==> config.mk <==
export PLATFORM = sky130hd
export DESIGN_NAME = round_robin_task_scheduler_top
export DESIGN_NICKNAME = d
export VERILOG_FILES = /design/src/rtl/core/rrts_pkg.sv /design/src/rtl/core/round_robin_task_scheduler_top.sv
export SDC_FILE = /design/constraint.sdc
export NUM_CORES = 1
export LEC_CHECK = 0
export CAP_MARGIN = 20
export CORE_MARGIN = 2
export CORE_UTILIZATION = 68
export DETAILED_ROUTE_END_ITERATION = 12
export DONT_BUFFER_PORTS = 1
export MAX_ROUTING_LAYER = met4
export PLACE_DENSITY_LB_ADDON = 0.15
export RECOVER_POWER = 50
export SETUP_SLACK_MARGIN = 0.2
export SYNTH_ARGS = -nofsm -noshare
export SYNTH_HDL_FRONTEND = slang
export SYNTH_SLANG_ARGS = --single-unit
==> constraint.sdc <==
create_clock -name clk -period 12.96 [get_ports clk]
set_clock_uncertainty 0.15 [all_clocks]
set_input_delay 2.592 -clock clk [delete_from_list [all_inputs] [get_ports clk]]
set_output_delay 2.592 -clock clk [all_outputs]
set_load 0.005 [all_outputs]
==> src/rtl/core/rrts_pkg.sv <==
// Shared constants and types for the round robin task scheduler.
package rrts_pkg;

	localparam int NUM_SLOTS = 16;
	localparam int SLOT_W    = $clog2(NUM_SLOTS);
	localparam int ID_W      = SLOT_W + 1;
	localparam int RUN_W     = SLOT_W + 1;
	localparam int OP_W      = 3;
	localparam int TID_W     = 4;
	localparam int AID_W     = 4;
	localparam int CTX_W     = 32;
	localparam int SLICE_W   = 8;
	localparam int CFG_IDX_W = 1;

	localparam logic [RUN_W-1:0] IDLE_SLOT = RUN_W'(NUM_SLOTS);

	typedef logic [1:0] slot_state_t;
	localparam slot_state_t ST_TERMINATED = 2'd0;
	localparam slot_state_t ST_READY      = 2'd1;
	localparam slot_state_t ST_RUNNING    = 2'd2;
	localparam slot_state_t ST_BLOCKED    = 2'd3;

	typedef logic [OP_W-1:0] op_t;
	localparam op_t OP_CREATE  = 3'd0;
	localparam op_t OP_TICK    = 3'd1;
	localparam op_t OP_YIELD   = 3'd2;
	localparam op_t OP_EXIT    = 3'd3;
	localparam op_t OP_BLOCK   = 3'd4;
	localparam op_t OP_UNBLOCK = 3'd5;

	localparam logic [CFG_IDX_W-1:0] CFG_SLICE_LENGTH = 1'd0;
	localparam logic [CFG_IDX_W-1:0] CFG_IDLE_CONTEXT = 1'd1;

endpackage

==> src/rtl/core/round_robin_task_scheduler_top.sv <==
// Round robin time slice task scheduler with a one-slot-per-cycle scan sequencer.
//
//  channel   signals                                              handshake
//  command   start, op, context_req, target_id                    start && !busy
//  result    done, status, assigned_id, running_slot,             done, one cycle
//            next_context, switched
//  config    cfg_valid, cfg_ready, cfg_index, cfg_data            cfg_valid && cfg_ready
//
// An unknown op or a tick inside the slice answers in the cycle after acceptance.
// Create and unblock walk slots 1..NUM_SLOTS-1, one per cycle.
// A reschedule runs a save state (skipped while idle runs), a scan of up to NUM_SLOTS-1
// slots and then a context read or fallback state.
// busy drops in the result cycle; reset is asynchronous, the context RAM needs no clearing.
// Results cannot be stalled; each result shows for exactly one cycle.
module round_robin_task_scheduler_top (
	input  logic                                clk,
	input  logic                                arst_n,
	input  logic                                start,
	output logic                                busy,
	input  logic [rrts_pkg::OP_W-1:0]           op,
	input  logic [rrts_pkg::CTX_W-1:0]          context_req,
	input  logic [rrts_pkg::TID_W-1:0]          target_id,
	output logic                                done,
	output logic                                status,
	output logic [rrts_pkg::AID_W-1:0]          assigned_id,
	output logic [rrts_pkg::RUN_W-1:0]          running_slot,
	output logic [rrts_pkg::CTX_W-1:0]          next_context,
	output logic                                switched,
	input  logic                                cfg_valid,
	output logic                                cfg_ready,
	input  logic [rrts_pkg::CFG_IDX_W-1:0]      cfg_index,
	input  logic [rrts_pkg::CTX_W-1:0]          cfg_data
);

	localparam int SLOT_W = rrts_pkg::SLOT_W;
	localparam int ID_W   = rrts_pkg::ID_W;
	localparam int N      = rrts_pkg::NUM_SLOTS;

	localparam logic [2:0] S_IDLE   = 3'd0;
	localparam logic [2:0] S_CREATE = 3'd1;
	localparam logic [2:0] S_UNBLK  = 3'd2;
	localparam logic [2:0] S_SAVE   = 3'd3;
	localparam logic [2:0] S_SCAN   = 3'd4;
	localparam logic [2:0] S_FALL   = 3'd5;
	localparam logic [2:0] S_READ   = 3'd6;

	logic [2:0]                         state_q;
	rrts_pkg::slot_state_t              slot_state_q [N];
	logic [ID_W-1:0]                    slot_id_q [N];
	logic [rrts_pkg::CTX_W-1:0]         ctx_mem [N];
	logic [rrts_pkg::CTX_W-1:0]         rd_q;
	logic [SLOT_W-1:0]                  idx_q;
	logic [SLOT_W-1:0]                  cnt_q;
	logic [SLOT_W-1:0]                  base_q;
	logic [SLOT_W-1:0]                  cur_q;
	logic                               idle_q;
	logic [rrts_pkg::SLICE_W-1:0]       tick_q;
	logic [ID_W-1:0]                    fresh_q;
	logic [rrts_pkg::SLICE_W-1:0]       slice_q;
	logic [rrts_pkg::CTX_W-1:0]         idle_ctx_q;
	rrts_pkg::op_t                      op_q;
	logic [rrts_pkg::CTX_W-1:0]         ctx_q;
	logic [rrts_pkg::TID_W-1:0]         tid_q;
	logic                               done_q;
	logic                               status_q;
	logic [rrts_pkg::AID_W-1:0]         aid_q;
	logic [rrts_pkg::CTX_W-1:0]         next_ctx_q;
	logic                               switched_q;

	rrts_pkg::slot_state_t              sel_state;
	logic [ID_W-1:0]                    sel_id;
	logic [ID_W-1:0]                    cr_id;
	logic                               cr_ok;
	logic                               idx_last;
	logic [SLOT_W-1:0]                  idx_next;
	logic [rrts_pkg::SLICE_W-1:0]       tick_inc;
	logic                               mem_we;

	assign sel_state = slot_state_q[idx_q];
	assign sel_id    = slot_id_q[idx_q];
	assign cr_id     = (sel_id == '0) ? fresh_q : sel_id;
	assign cr_ok     = (cr_id != '0) && (cr_id < ID_W'(N));
	assign idx_last  = (idx_q == SLOT_W'(N - 1));
	assign idx_next  = idx_last ? '0 : idx_q + 1'b1;
	assign tick_inc  = tick_q + 1'b1;
	assign mem_we    = (state_q == S_SAVE) ||
		((state_q == S_CREATE) && (sel_state == rrts_pkg::ST_TERMINATED) && cr_ok);

	assign busy         = (state_q != S_IDLE);
	assign cfg_ready    = 1'b1;
	assign done         = done_q;
	assign status       = status_q;
	assign assigned_id  = aid_q;
	assign next_context = next_ctx_q;
	assign switched     = switched_q;
	assign running_slot = idle_q ? rrts_pkg::IDLE_SLOT : {1'b0, cur_q};

	// Context RAM: one address, registered read.
	always_ff @(posedge clk) begin
		if (mem_we) begin
			ctx_mem[idx_q] <= ctx_q;
		end
		rd_q <= ctx_mem[idx_q];
	end

	always_ff @(posedge clk or negedge arst_n) begin
		if (!arst_n) begin
			slice_q    <= rrts_pkg::SLICE_W'(10);
			idle_ctx_q <= '0;
		end else if (cfg_valid && cfg_ready) begin
			unique case (cfg_index)
				rrts_pkg::CFG_SLICE_LENGTH: slice_q    <= cfg_data[rrts_pkg::SLICE_W-1:0];
				rrts_pkg::CFG_IDLE_CONTEXT: idle_ctx_q <= cfg_data;
				default: ;
			endcase
		end
	end

	always_ff @(posedge clk or negedge arst_n) begin
		if (!arst_n) begin
			state_q    <= S_IDLE;
			for (int i = 0; i < N; i++) begin
				slot_state_q[i] <= rrts_pkg::ST_TERMINATED;
				slot_id_q[i]    <= '0;
			end
			slot_state_q[0] <= rrts_pkg::ST_RUNNING;
			idx_q      <= '0;
			cnt_q      <= '0;
			base_q     <= '0;
			cur_q      <= '0;
			idle_q     <= 1'b0;
			tick_q     <= '0;
			fresh_q    <= ID_W'(1);
			op_q       <= rrts_pkg::OP_CREATE;
			ctx_q      <= '0;
			tid_q      <= '0;
			done_q     <= 1'b0;
			status_q   <= 1'b0;
			aid_q      <= '0;
			next_ctx_q <= '0;
			switched_q <= 1'b0;
		end else begin
			done_q <= 1'b0;
			unique case (state_q)
				S_IDLE: begin
					if (start) begin
						op_q  <= op;
						ctx_q <= context_req;
						tid_q <= target_id;
						unique case (op)
							rrts_pkg::OP_CREATE: begin
								idx_q   <= SLOT_W'(1);
								state_q <= S_CREATE;
							end
							rrts_pkg::OP_UNBLOCK: begin
								idx_q   <= SLOT_W'(1);
								state_q <= S_UNBLK;
							end
							rrts_pkg::OP_TICK, rrts_pkg::OP_YIELD,
							rrts_pkg::OP_EXIT, rrts_pkg::OP_BLOCK: begin
								if ((op == rrts_pkg::OP_TICK) && (tick_inc < slice_q)) begin
									tick_q     <= tick_inc;
									done_q     <= 1'b1;
									status_q   <= 1'b0;
									aid_q      <= '0;
									next_ctx_q <= context_req;
									switched_q <= 1'b0;
								end else begin
									tick_q <= '0;
									cnt_q  <= SLOT_W'(1);
									if (idle_q) begin
										// idle runs: nothing to save, scan from slot 1
										base_q  <= '0;
										idx_q   <= SLOT_W'(1);
										state_q <= S_SCAN;
									end else begin
										base_q  <= cur_q;
										idx_q   <= cur_q;
										state_q <= S_SAVE;
									end
								end
							end
							default: begin
								done_q     <= 1'b1;
								status_q   <= 1'b1;
								aid_q      <= '0;
								next_ctx_q <= context_req;
								switched_q <= 1'b0;
							end
						endcase
					end
				end
				S_CREATE: begin
					if (sel_state == rrts_pkg::ST_TERMINATED) begin
						if (sel_id == '0) begin
							slot_id_q[idx_q] <= fresh_q;
							if (fresh_q < ID_W'(N)) begin
								fresh_q <= fresh_q + 1'b1;
							end
						end
						if (cr_ok) begin
							slot_state_q[idx_q] <= rrts_pkg::ST_READY;
						end
						status_q   <= !cr_ok;
						aid_q      <= cr_ok ? rrts_pkg::AID_W'(cr_id) : '0;
						next_ctx_q <= ctx_q;
						switched_q <= 1'b0;
						done_q     <= 1'b1;
						state_q    <= S_IDLE;
					end else if (idx_last) begin
						status_q   <= 1'b1;
						aid_q      <= '0;
						next_ctx_q <= ctx_q;
						switched_q <= 1'b0;
						done_q     <= 1'b1;
						state_q    <= S_IDLE;
					end else begin
						idx_q <= idx_next;
					end
				end
				S_UNBLK: begin
					if ((sel_id == ID_W'(tid_q)) && (sel_state == rrts_pkg::ST_BLOCKED)) begin
						slot_state_q[idx_q] <= rrts_pkg::ST_READY;
						status_q   <= 1'b0;
						aid_q      <= '0;
						next_ctx_q <= ctx_q;
						switched_q <= 1'b0;
						done_q     <= 1'b1;
						state_q    <= S_IDLE;
					end else if (idx_last) begin
						status_q   <= 1'b1;
						aid_q      <= '0;
						next_ctx_q <= ctx_q;
						switched_q <= 1'b0;
						done_q     <= 1'b1;
						state_q    <= S_IDLE;
					end else begin
						idx_q <= idx_next;
					end
				end
				S_SAVE: begin
					// context goes to RAM this cycle; retire or demote the current task
					priority if (op_q == rrts_pkg::OP_EXIT) begin
						slot_state_q[idx_q] <= rrts_pkg::ST_TERMINATED;
					end else if (op_q == rrts_pkg::OP_BLOCK) begin
						slot_state_q[idx_q] <= rrts_pkg::ST_BLOCKED;
					end else if (sel_state == rrts_pkg::ST_RUNNING) begin
						slot_state_q[idx_q] <= rrts_pkg::ST_READY;
					end
					idx_q   <= idx_next;
					state_q <= S_SCAN;
				end
				S_SCAN: begin
					if (sel_state == rrts_pkg::ST_READY) begin
						slot_state_q[idx_q] <= rrts_pkg::ST_RUNNING;
						cur_q   <= idx_q;
						idle_q  <= 1'b0;
						state_q <= S_READ;
					end else if (cnt_q == SLOT_W'(N - 1)) begin
						idx_q   <= base_q;
						state_q <= S_FALL;
					end else begin
						idx_q <= idx_next;
						cnt_q <= cnt_q + 1'b1;
					end
				end
				S_FALL: begin
					// nobody else ready: keep the current task, else go idle
					if (!idle_q && (sel_state == rrts_pkg::ST_READY)) begin
						slot_state_q[idx_q] <= rrts_pkg::ST_RUNNING;
						next_ctx_q <= ctx_q;
					end else begin
						idle_q     <= 1'b1;
						next_ctx_q <= idle_ctx_q;
					end
					status_q   <= 1'b0;
					aid_q      <= '0;
					switched_q <= 1'b1;
					done_q     <= 1'b1;
					state_q    <= S_IDLE;
				end
				S_READ: begin
					next_ctx_q <= rd_q;
					status_q   <= 1'b0;
					aid_q      <= '0;
					switched_q <= 1'b1;
					done_q     <= 1'b1;
					state_q    <= S_IDLE;
				end
				default: begin
					state_q <= S_IDLE;
				end
			endcase
		end
	end

endmodule

==> results of run 1 <==
power breakdown:
part           total [mW]  switching (mW)  internal (mW)
Combinational        2.23            1.26          0.970
Sequential           3.95           0.615           3.33
Clock                2.26           0.994           1.26
Yosys cell counts (33+ instances only):
master	instances
a221o_1	33
clkbuf_1	66
dfrtp_1	259
edfxtp_1	512
mux2_1	71
mux2_2	133
mux4_2	183
nand2_1	66
nor2_1	93
o21ai_0	41
o22ai_1	35
stage by stage:
| stage | total power [mW] | hold WS, ps | util, % |
|---|---|---|---|
| 2_1_floorplan | 5.20 | 300 | - |
| 3_3_place_gp | 5.94 | 314 | 70.3 |
| 3_5_place_dp | 6.05 | 324 | 70.3 |
| 4_1_cts | 8.35 | 337 | 75.6 |
| 5_1_grt | 8.68 | 357 | 76.0 |
| 6_report | 8.43 | 335 | 76.0 |
final cells by class:
class | count | area, um^2 | share of cell area, %
Clock inverter | 37 | 319 | 0.879
Antenna cell | 6 | 15.0 | 0.0414
Clock buffer | 111 | 2210 | 6.09
Tap cell | 615 | 769 | 2.12
Inverter | 21 | 78.8 | 0.217
Multi-Input combinational cell | 912 | 9950 | 27.4
Sequential cell | 807 | 22600 | 62.3
Timing Repair Buffer | 25 | 318 | 0.876
flip-flops by register name (all words and copies together) (netlist names), 5 cells and up:
register and cells:
next_context 32, slot_id_q 80, idle_ctx_q 32, ctx_q 32, fresh_q 5, tick_q 8
ctx_mem 512, slot_state_q 32, slice_q 8, rd_q 32
worst paths after layout:
check	to
max	assigned_id[0]
max in group asynchronous	fresh_q[0]
min in group asynchronous	tid_q[1]
min	slot_id_q[63]
min reg2reg	slot_id_q[63]
max reg2reg	assigned_id[0]
metal layers:
| layer | GRT usage [%] | up-vias | part of all wire (%) |
|---|---|---|---|
| li1 | - | 7387 | - |
| met1 | 51.7 | 9701 | 38 |
| met2 | 50.9 | 1388 | 45 |
| met3 | 12.5 | 189 | 14 |
| met4 | 10.5 | 0 | 3.0 |
| met5 | - | - | 0 |
cell families after synthesis:
family / count (synthesis) / synth area share, %
mux: 410 / 20.2
simple gates: 261 / 3.79
flops: 807 / 68.7
fa+ha+maj: 14 / 0.532
buf+inv: 126 / 1.62
xor+xnor: 12 / 0.319
compound gates: 214 / 4.81
other cells: 1 / 0.0114
==> reports/qor.csv, run 1 <==
stage;metric;value;unit
timing;Final setup viols;0;
global_routing;pin count of the biggest net entering global routing;264;
yosys;number of enable flip-flop cells after synthesis;512;
timing;pins over their slew limit;52;
worst_setup_path;critical path depth;5;
worst_setup_path;RR Startpoint;state_q[1];
worst_setup_path;crit start category;input port;
yosys;area leader, netlist;edfxtp_1;
finish;fraction of layout cells with a size suffix above 1;27.0;%
yosys;Synth top area share;46.7;%
place;Routability Congestion;0.901;
pwr;P_leak;12.9;nW
yosys;post-synth cell types;71;
drt;DR pass1 iterations;7;
floorplanning;core outline area;0.0477;mm^2
flow_run;max-cap viol count;1;
floorplanning;std cell rows;80;
pwr;power per cell area;232;mW/mm^2
global_routing;vias in the first global route;18800;
clocking;post-cts resize count;0;
timing;Hold Violations, Final;0;
clocking;H-tree depth;3;
floorplanning;Initial Utilization;68.9;%
place;Placed Area;0.0336;mm^2
worst_setup_path;Crit path largest cell delay;2560;ps
drt;overall routed net length;85900;um
yosys;fraction of registers with async set or reset after synthesis;32.6;%
global_routing;total track usage;36.4;%
worst_setup_path;critical path's slowest cell;clkbuf_1;
worst_hold_path;WHS Path Cells;1;
worst_setup_path;Worst Path Max Fanout;51;
floorplanning;I/O pin cnt;122;
timing;Slew @ Worst Pin;3640;ps
drt;wire per inst;33.9;um
place;Detail Placement HPWL;49300;um
timing;crit path time final;7510;ps
finish;design area;0.0363;mm^2
floorplanning;DIE AREA;0.0502;mm^2
timing;post-route clock period utilization;57.9;%
worst_setup_path;internal reg-to-reg setup slack;6120;ps
drt;DRT iter0 DRCs;2713;
finish;final net count;1936;
yosys;area of the mapped netlist;0.0329;mm^2
worst_hold_path;HP Start;slot_id_q[63];
finish;final std cells w/o fill;2534;
place;Port Buffers;0;
worst_setup_path;critical path endpoint category;flop;
global_routing;initial antenna violation count;6;
finish;P&R area growth vs syn;10.3;%
drt;vias per cell;7.37;
worst_setup_path;Required @ worst endpoint;13330;ps
timing;final setup TNS;0;ps
global_routing;total congestion overflow;0;
yosys;Synth Warn #;0;
worst_setup_path;Crit. Startpoint;start;
clocking;Worst-path clk slew;60;ps
drt;via count;18700;
global_routing;first-pass GRT wire length;127000;um
worst_setup_path;CP Cell Sequence;and2_2 > clkbuf_1 > nand2_2 > o221a_2 > a22o_1;
clocking;CTS root buf;clkbuf_16;
timing;final setup margin;5450;ps
drt;remaining antenna violation count;0;
clocking;CTS tree;yes;
floorplanning;Die Y;224;um
clocking;clock tree buffer depth;3;
outcome;violated checks;max-capacitance violations, max-slew violations;
yosys;synth top area cells;edfxtp_1 (47%), dfrtp_1 (20%), mux4_2 (13%);
yosys;number of synthesized register bits;807;
worst_setup_path;kind of critical path;in2reg;
place;worst slack, placed;7510;ps
clocking;Post-CTS Setup Inserts;0;
yosys;Syn Area/Cell;17.8;um^2
finish;fillers;2530;
finish;commonest non-fill, non-tap cell in the layout;edfxtp_1;
outcome;status;complete, but fails checks;
yosys;syn_nets;1935;
worst_setup_path;Largest delay share family, worst path;buffers and inverters;
floorplanning;Die W;224;um
timing;RSZ-0062 raised after global routing;false;
pwr;Peak supply drop;0.000219;V
worst_setup_path;Crit path arrival time;7880;ps
clocking;hold bufs inserted after CTS;0;
timing;slew margin rel.;-143;%
yosys;cells after synthesis;1845;
worst_hold_path;Hold Path Class;reg2reg;
drt;post-route DRC violation count;0;
yosys;most used flip-flop cell after synthesis;edfxtp_1;
timing;fmax;133;MHz
clocking;Worst-Skew Late Latency;640;ps
worst_setup_path;Buf/Inv on CP;1;
clocking;Num CTS Buffers;79;
worst_setup_path;R2R cell count;6;
yosys;post-synthesis sequential area ratio;68.7;%
clocking;# clock sinks;807;
finish;most frequent cells in the layout;edfxtp_1 (512), dfrtp_1 (255), mux4_2 (183);
place;placed cells;2371;
No activity file was read; power rests on OpenSTA's default activity.
==> inputs of run 2 (changes only) <==
Settings changed: CORE_UTILIZATION 68 to 57.
Clock period 12.96 ns to 6.7 ns, I/O delays scaled along.
==> reports/qor.csv, run 2 (synthesized netlist as in run 1, its figures left out) <==
stage;metric;value;unit
place;Detail Placement HPWL;50700;um
floorplanning;DIE AREA;0.0597;mm^2
global_routing;initial antenna violation count;2;
drt;remaining antenna violation count;0;
worst_setup_path;kind of critical path;reg2reg;
pwr;P_leak;13.0;nW
global_routing;total track usage;28.1;%
drt;post-route DRC violation count;0;
timing;crit path time final;5200;ps
finish;final net count;1946;
pwr;total power;16.1;mW
clocking;hold bufs inserted after CTS;0;
flow_run;max-cap viol count;1;
finish;final core utilization;63.9;%
floorplanning;Die Y;244;um
worst_setup_path;RR Startpoint;idx_q[2];
clocking;Worst-path clk slew;60;ps
global_routing;first-pass GRT wire length;120000;um
floorplanning;std cell rows;88;
worst_setup_path;R2R cell count;11;
worst_setup_path;critical path's slowest cell;dfrtp_4;
worst_setup_path;Required @ worst endpoint;6890;ps
clocking;Post-CTS Setup Inserts;0;
finish;area of the multi-input gates;0.00995;mm^2
timing;pins over their slew limit;22;
timing;fmax;192;MHz
timing;Slew @ Worst Pin;1570;ps
timing;RSZ-0062 raised after global routing;false;
drt;DRT iter0 DRCs;1870;
timing;final setup TNS;0;ps
floorplanning;Die W;244;um
floorplanning;core outline area;0.0574;mm^2
drt;wire per inst;29.4;um
finish;max FFs per register;512;
worst_setup_path;Crit path largest cell delay;890;ps
worst_setup_path;Crit. Startpoint;idx_q[2];
clocking;H-tree depth;3;
worst_hold_path;Hold Path Class;in2async;
clocking;Worst-Skew Late Latency;640;ps
worst_setup_path;crit start category;flop;
finish;sequential cell area;0.0226;mm^2
floorplanning;Initial Utilization;57.4;%
global_routing;pin count of the biggest net entering global routing;264;
clocking;# clock sinks;807;
finish;fillers;3882;
global_routing;total congestion overflow;0;
clocking;clock tree buffer depth;3;
finish;most frequent cells in the layout;edfxtp_1 (512), dfrtp_1 (255), mux4_2 (183);
pwr;Peak supply drop;0.000405;V
finish;P&R area growth vs syn;11.4;%
outcome;status;complete, but fails checks;
clocking;Num CTS Buffers;81;
clocking;post-cts resize count;0;
clocking;CTS root buf;clkbuf_16;
worst_setup_path;Worst Path Max Fanout;49;
finish;largest registers;ctx_mem: 512 flops, slot_id_q: 80 flops;
worst_setup_path;CP Cell Sequence;buf_4 > mux4_2 > mux2i_1 > mux2_2 > o21ai_0 > nor3_1 > a211oi_1 > a21boi_4 > buf_4 > nor2_4 > buf_4;
timing;Final setup viols;0;
place;Routability Congestion;0.934;
timing;Hold Violations, Final;0;
global_routing;vias in the first global route;18000;
worst_setup_path;critical path endpoint category;flop;
timing;Min Hold Slack;249;ps
finish;fraction of layout cells with a size suffix above 1;27.4;%
drt;via count;17800;
drt;DR pass1 iterations;6;
drt;vias per cell;6.62;
timing;slew margin rel.;-4.54;%
finish;Reg with most FFs;ctx_mem;
clocking;CTS tree;yes;
finish;commonest non-fill, non-tap cell in the layout;edfxtp_1;
pwr;power per cell area;441;mW/mm^2
worst_setup_path;Crit path arrival time;5390;ps
timing;post-route clock period utilization;77.6;%
worst_setup_path;crit-path most repeated cell;buf_4;
outcome;violated checks;max-capacitance violations, max-slew violations;
place;Port Buffers;0;
floorplanning;I/O pin cnt;122;
drt;overall routed net length;79100;um
## run 2: stage by stage
stage | setup slack [ps] | cell area (um^2) | cells
detailed placement | 1550 | 33900 | 2533
global placement | 1690 | 33800 | 2531
finish | 1500 | 36600 | 2692
CTS | 1540 | 36600 | 2685
global route | 1270 | 36600 | 2691
floorplan | 1930 | 32900 | 1845
## run 2: where the power goes
part	switching, mW	internal (mW)	total (mW)
clock	1.93	2.58	4.52
sequential	1.12	6.45	7.56
combinational	2.22	1.84	4.06
## run 2: worst max-delay path, delay by kind of cell, from the launching register on
family                 cells  cell delay, ps
AOI/OAI and AO/OA          3             960
buffers and inverters      3            1120
DFF                        1             890
muxes                      3             680
and+or+nand+nor            2            1030
## run 2: layer usage
metal  up-vias  GRT usage, %  wire (um)
met3       133          5.20       6890
met5         -             -          0
li1       7403             -          -
met1      9453          42.0      34400
met2       830          40.4      36000
met4         0          7.73       1780
## run 2: cell type report
class | count | area share [%]
Antenna cell | 2 | 0.0137
Tap cell | 765 | 2.61
Inverter | 21 | 0.215
Sequential cell | 807 | 61.7
Clock buffer | 117 | 6.31
Multi-Input combinational cell | 912 | 27.2
Timing Repair Buffer | 33 | 0.932
Clock inverter | 35 | 1.01
## run 2: worst paths after layout
path                              endpoint  slack, ps
max                        ctx_mem[11][15]       1500
min                          slot_id_q[57]        250
min reg2reg                  slot_id_q[63]        340
min in group clk             slot_id_q[63]        340
max reg2reg                ctx_mem[11][15]       1500
max in group asynchronous         ctx_q[1]       5790
==> inputs of run 3 (changes only) <==
Settings changed: CORE_UTILIZATION 57 to 63.
Clock period 6.7 ns to 5.39 ns, I/O delays scaled along.
==> reports/qor.csv, run 3 (synthesized netlist as in run 1, its figures left out) <==
stage;metric;value;unit
outcome;status;complete, but fails checks;
outcome;violated checks;max-capacitance violations, max-slew violations;
worst_setup_path;Buf/Inv on CP;1;
finish;commonest non-fill, non-tap cell in the layout;edfxtp_1;
timing;RSZ-0062 raised after global routing;false;
drt;overall routed net length;83100;um
finish;fraction of layout cells with a size suffix above 1;28.1;%
worst_setup_path;Required @ worst endpoint;5500;ps
timing;fmax;217;MHz
finish;most frequent cells in the layout;edfxtp_1 (512), dfrtp_1 (255), mux4_2 (183);
timing;Min Hold Slack;128;ps
clocking;H-tree depth;3;
worst_setup_path;kind of critical path;reg2reg;
global_routing;total congestion overflow;0;
place;Port Buffers;0;
clocking;Post-CTS Setup Inserts;0;
drt;DRT iter0 DRCs;2212;
pwr;Peak supply drop;0.000358;V
drt;post-route DRC violation count;0;
global_routing;initial antenna violation count;3;
floorplanning;core outline area;0.0515;mm^2
flow_run;max-cap viol count;2;
worst_setup_path;CP Cell Sequence;mux4_2 > mux2i_1 > mux2_2 > nand2_1 > o221a_2 > o21ai_0 > a21boi_4 > buf_4 > nor2_4;
clocking;CTS tree;yes;
timing;final setup TNS;0;ps
global_routing;total track usage;32.1;%
clocking;# clock sinks;807;
drt;vias per cell;6.99;
clocking;clock tree buffer depth;3;
global_routing;vias in the first global route;18100;
floorplanning;Die W;233;um
worst_setup_path;Worst Path Max Fanout;63;
worst_hold_path;Hold Path Class;in2async;
finish;design area;0.0369;mm^2
timing;Hold Violations, Final;0;
floorplanning;Initial Utilization;63.9;%
finish;largest registers;ctx_mem: 512 flops, slot_id_q: 80 flops;
finish;Reg with most FFs;ctx_mem;
worst_setup_path;Crit path largest cell delay;1030;ps
clocking;post-cts resize count;0;
floorplanning;DIE AREA;0.0541;mm^2
floorplanning;std cell rows;83;
timing;Final setup viols;0;
place;Placed Area;0.0337;mm^2
finish;final std cells w/o fill;2616;
timing;crit path time final;4610;ps
worst_setup_path;crit start category;flop;
pwr;total power;20.7;mW
global_routing;first-pass GRT wire length;122000;um
global_routing;pin count of the biggest net entering global routing;264;
clocking;Worst-Skew Late Latency;640;ps
drt;remaining antenna violation count;0;
floorplanning;I/O pin cnt;122;
worst_setup_path;critical path's slowest cell;dfrtp_4;
finish;P&R area growth vs syn;12.3;%
finish;max FFs per register;512;
timing;Slew @ Worst Pin;2300;ps
clocking;Worst-path clk slew;60;ps
pwr;power per cell area;560;mW/mm^2
clocking;CTS root buf;clkbuf_16;
worst_setup_path;critical path endpoint category;flop;
timing;slew margin rel.;-53.4;%
floorplanning;Die Y;233;um
worst_setup_path;Largest delay share family, worst path;flip-flops;
finish;final net count;1955;
drt;via count;18300;
timing;post-route clock period utilization;85.4;%
place;Routability Congestion;0.923;
place;Detail Placement HPWL;49800;um
timing;pins over their slew limit;112;
pwr;P_leak;13.2;nW
clocking;Num CTS Buffers;81;
worst_setup_path;Crit path arrival time;4710;ps
drt;DR pass1 iterations;5;
place;placed cells;2444;
drt;wire per inst;31.7;um
-- run 3: cell count changes in the layout (fill, tap and decap cells not counted), sizes merged --
cell / delta
bufinv: +5
buf: +8
clkinvlp: +1
diode: +1
clkbuf: -1
clkinv: -5
-- run 3: final cells by class --
cell class	instances	area [um^2]
antenna	3	7.51
clock buffer	115	2360
clock inverter	36	503
fill	3096	14600
inverter	21	78.8
multi-input combinational	912	9950
sequential	807	22600
tap	680	851
timing repair buffer	42	572
-- run 3: per-layer routing --
layer | global-route usage (%) | part of all wire (%) | wire length [um] | up-vias
li1 | - | - | - | 7420
met1 | 47.3 | 41 | 33900 | 9696
met2 | 47.1 | 47 | 38700 | 1023
met3 | 6.31 | 10 | 8470 | 158
met4 | 8.14 | 2.4 | 1960 | 0
met5 | - | 0 | 0 | -
-- run 3: where the power goes --
| group | internal [mW] | total (mW) | switching, mW |
|---|---|---|---|
| Sequential | 8.01 | 9.48 | 1.46 |
| Clock | 3.52 | 5.94 | 2.42 |
| Combinational | 2.33 | 5.27 | 2.94 |
-- run 3: through the flow --
step | util, % | setup slack (ps)
2_1_floorplan | - | 624
3_3_place_gp | 65.4 | 867
3_5_place_dp | 65.4 | 803
4_1_cts | 71.0 | 736
5_1_grt | 71.7 | 556
6_report | 71.7 | 784
-- run 3: worst paths after layout --
kind	start	endpoint	slack [ps]	depth (start not counted)
worst max-delay path	idx_q[2]	ctx_mem[14][20]	780	9
worst min-delay path	arst_n	fresh_q[0]	130	0
worst max register to register	idx_q[2]	ctx_mem[14][20]	780	9
worst min register to register	slot_id_q[71]	slot_id_q[71]	340	1
max in group asynchronous	arst_n	idx_q[1]	2530	1
min in group clk	slot_id_q[71]	slot_id_q[71]	340	1
-- run 3: worst register-to-register path, delay by kind of cell, from the launching register on --
kind	cells	cell delay (ps)
mux	3	1040
flops	1	1030
simple gates	2	970
compound gates	3	710
buf+inv	1	300
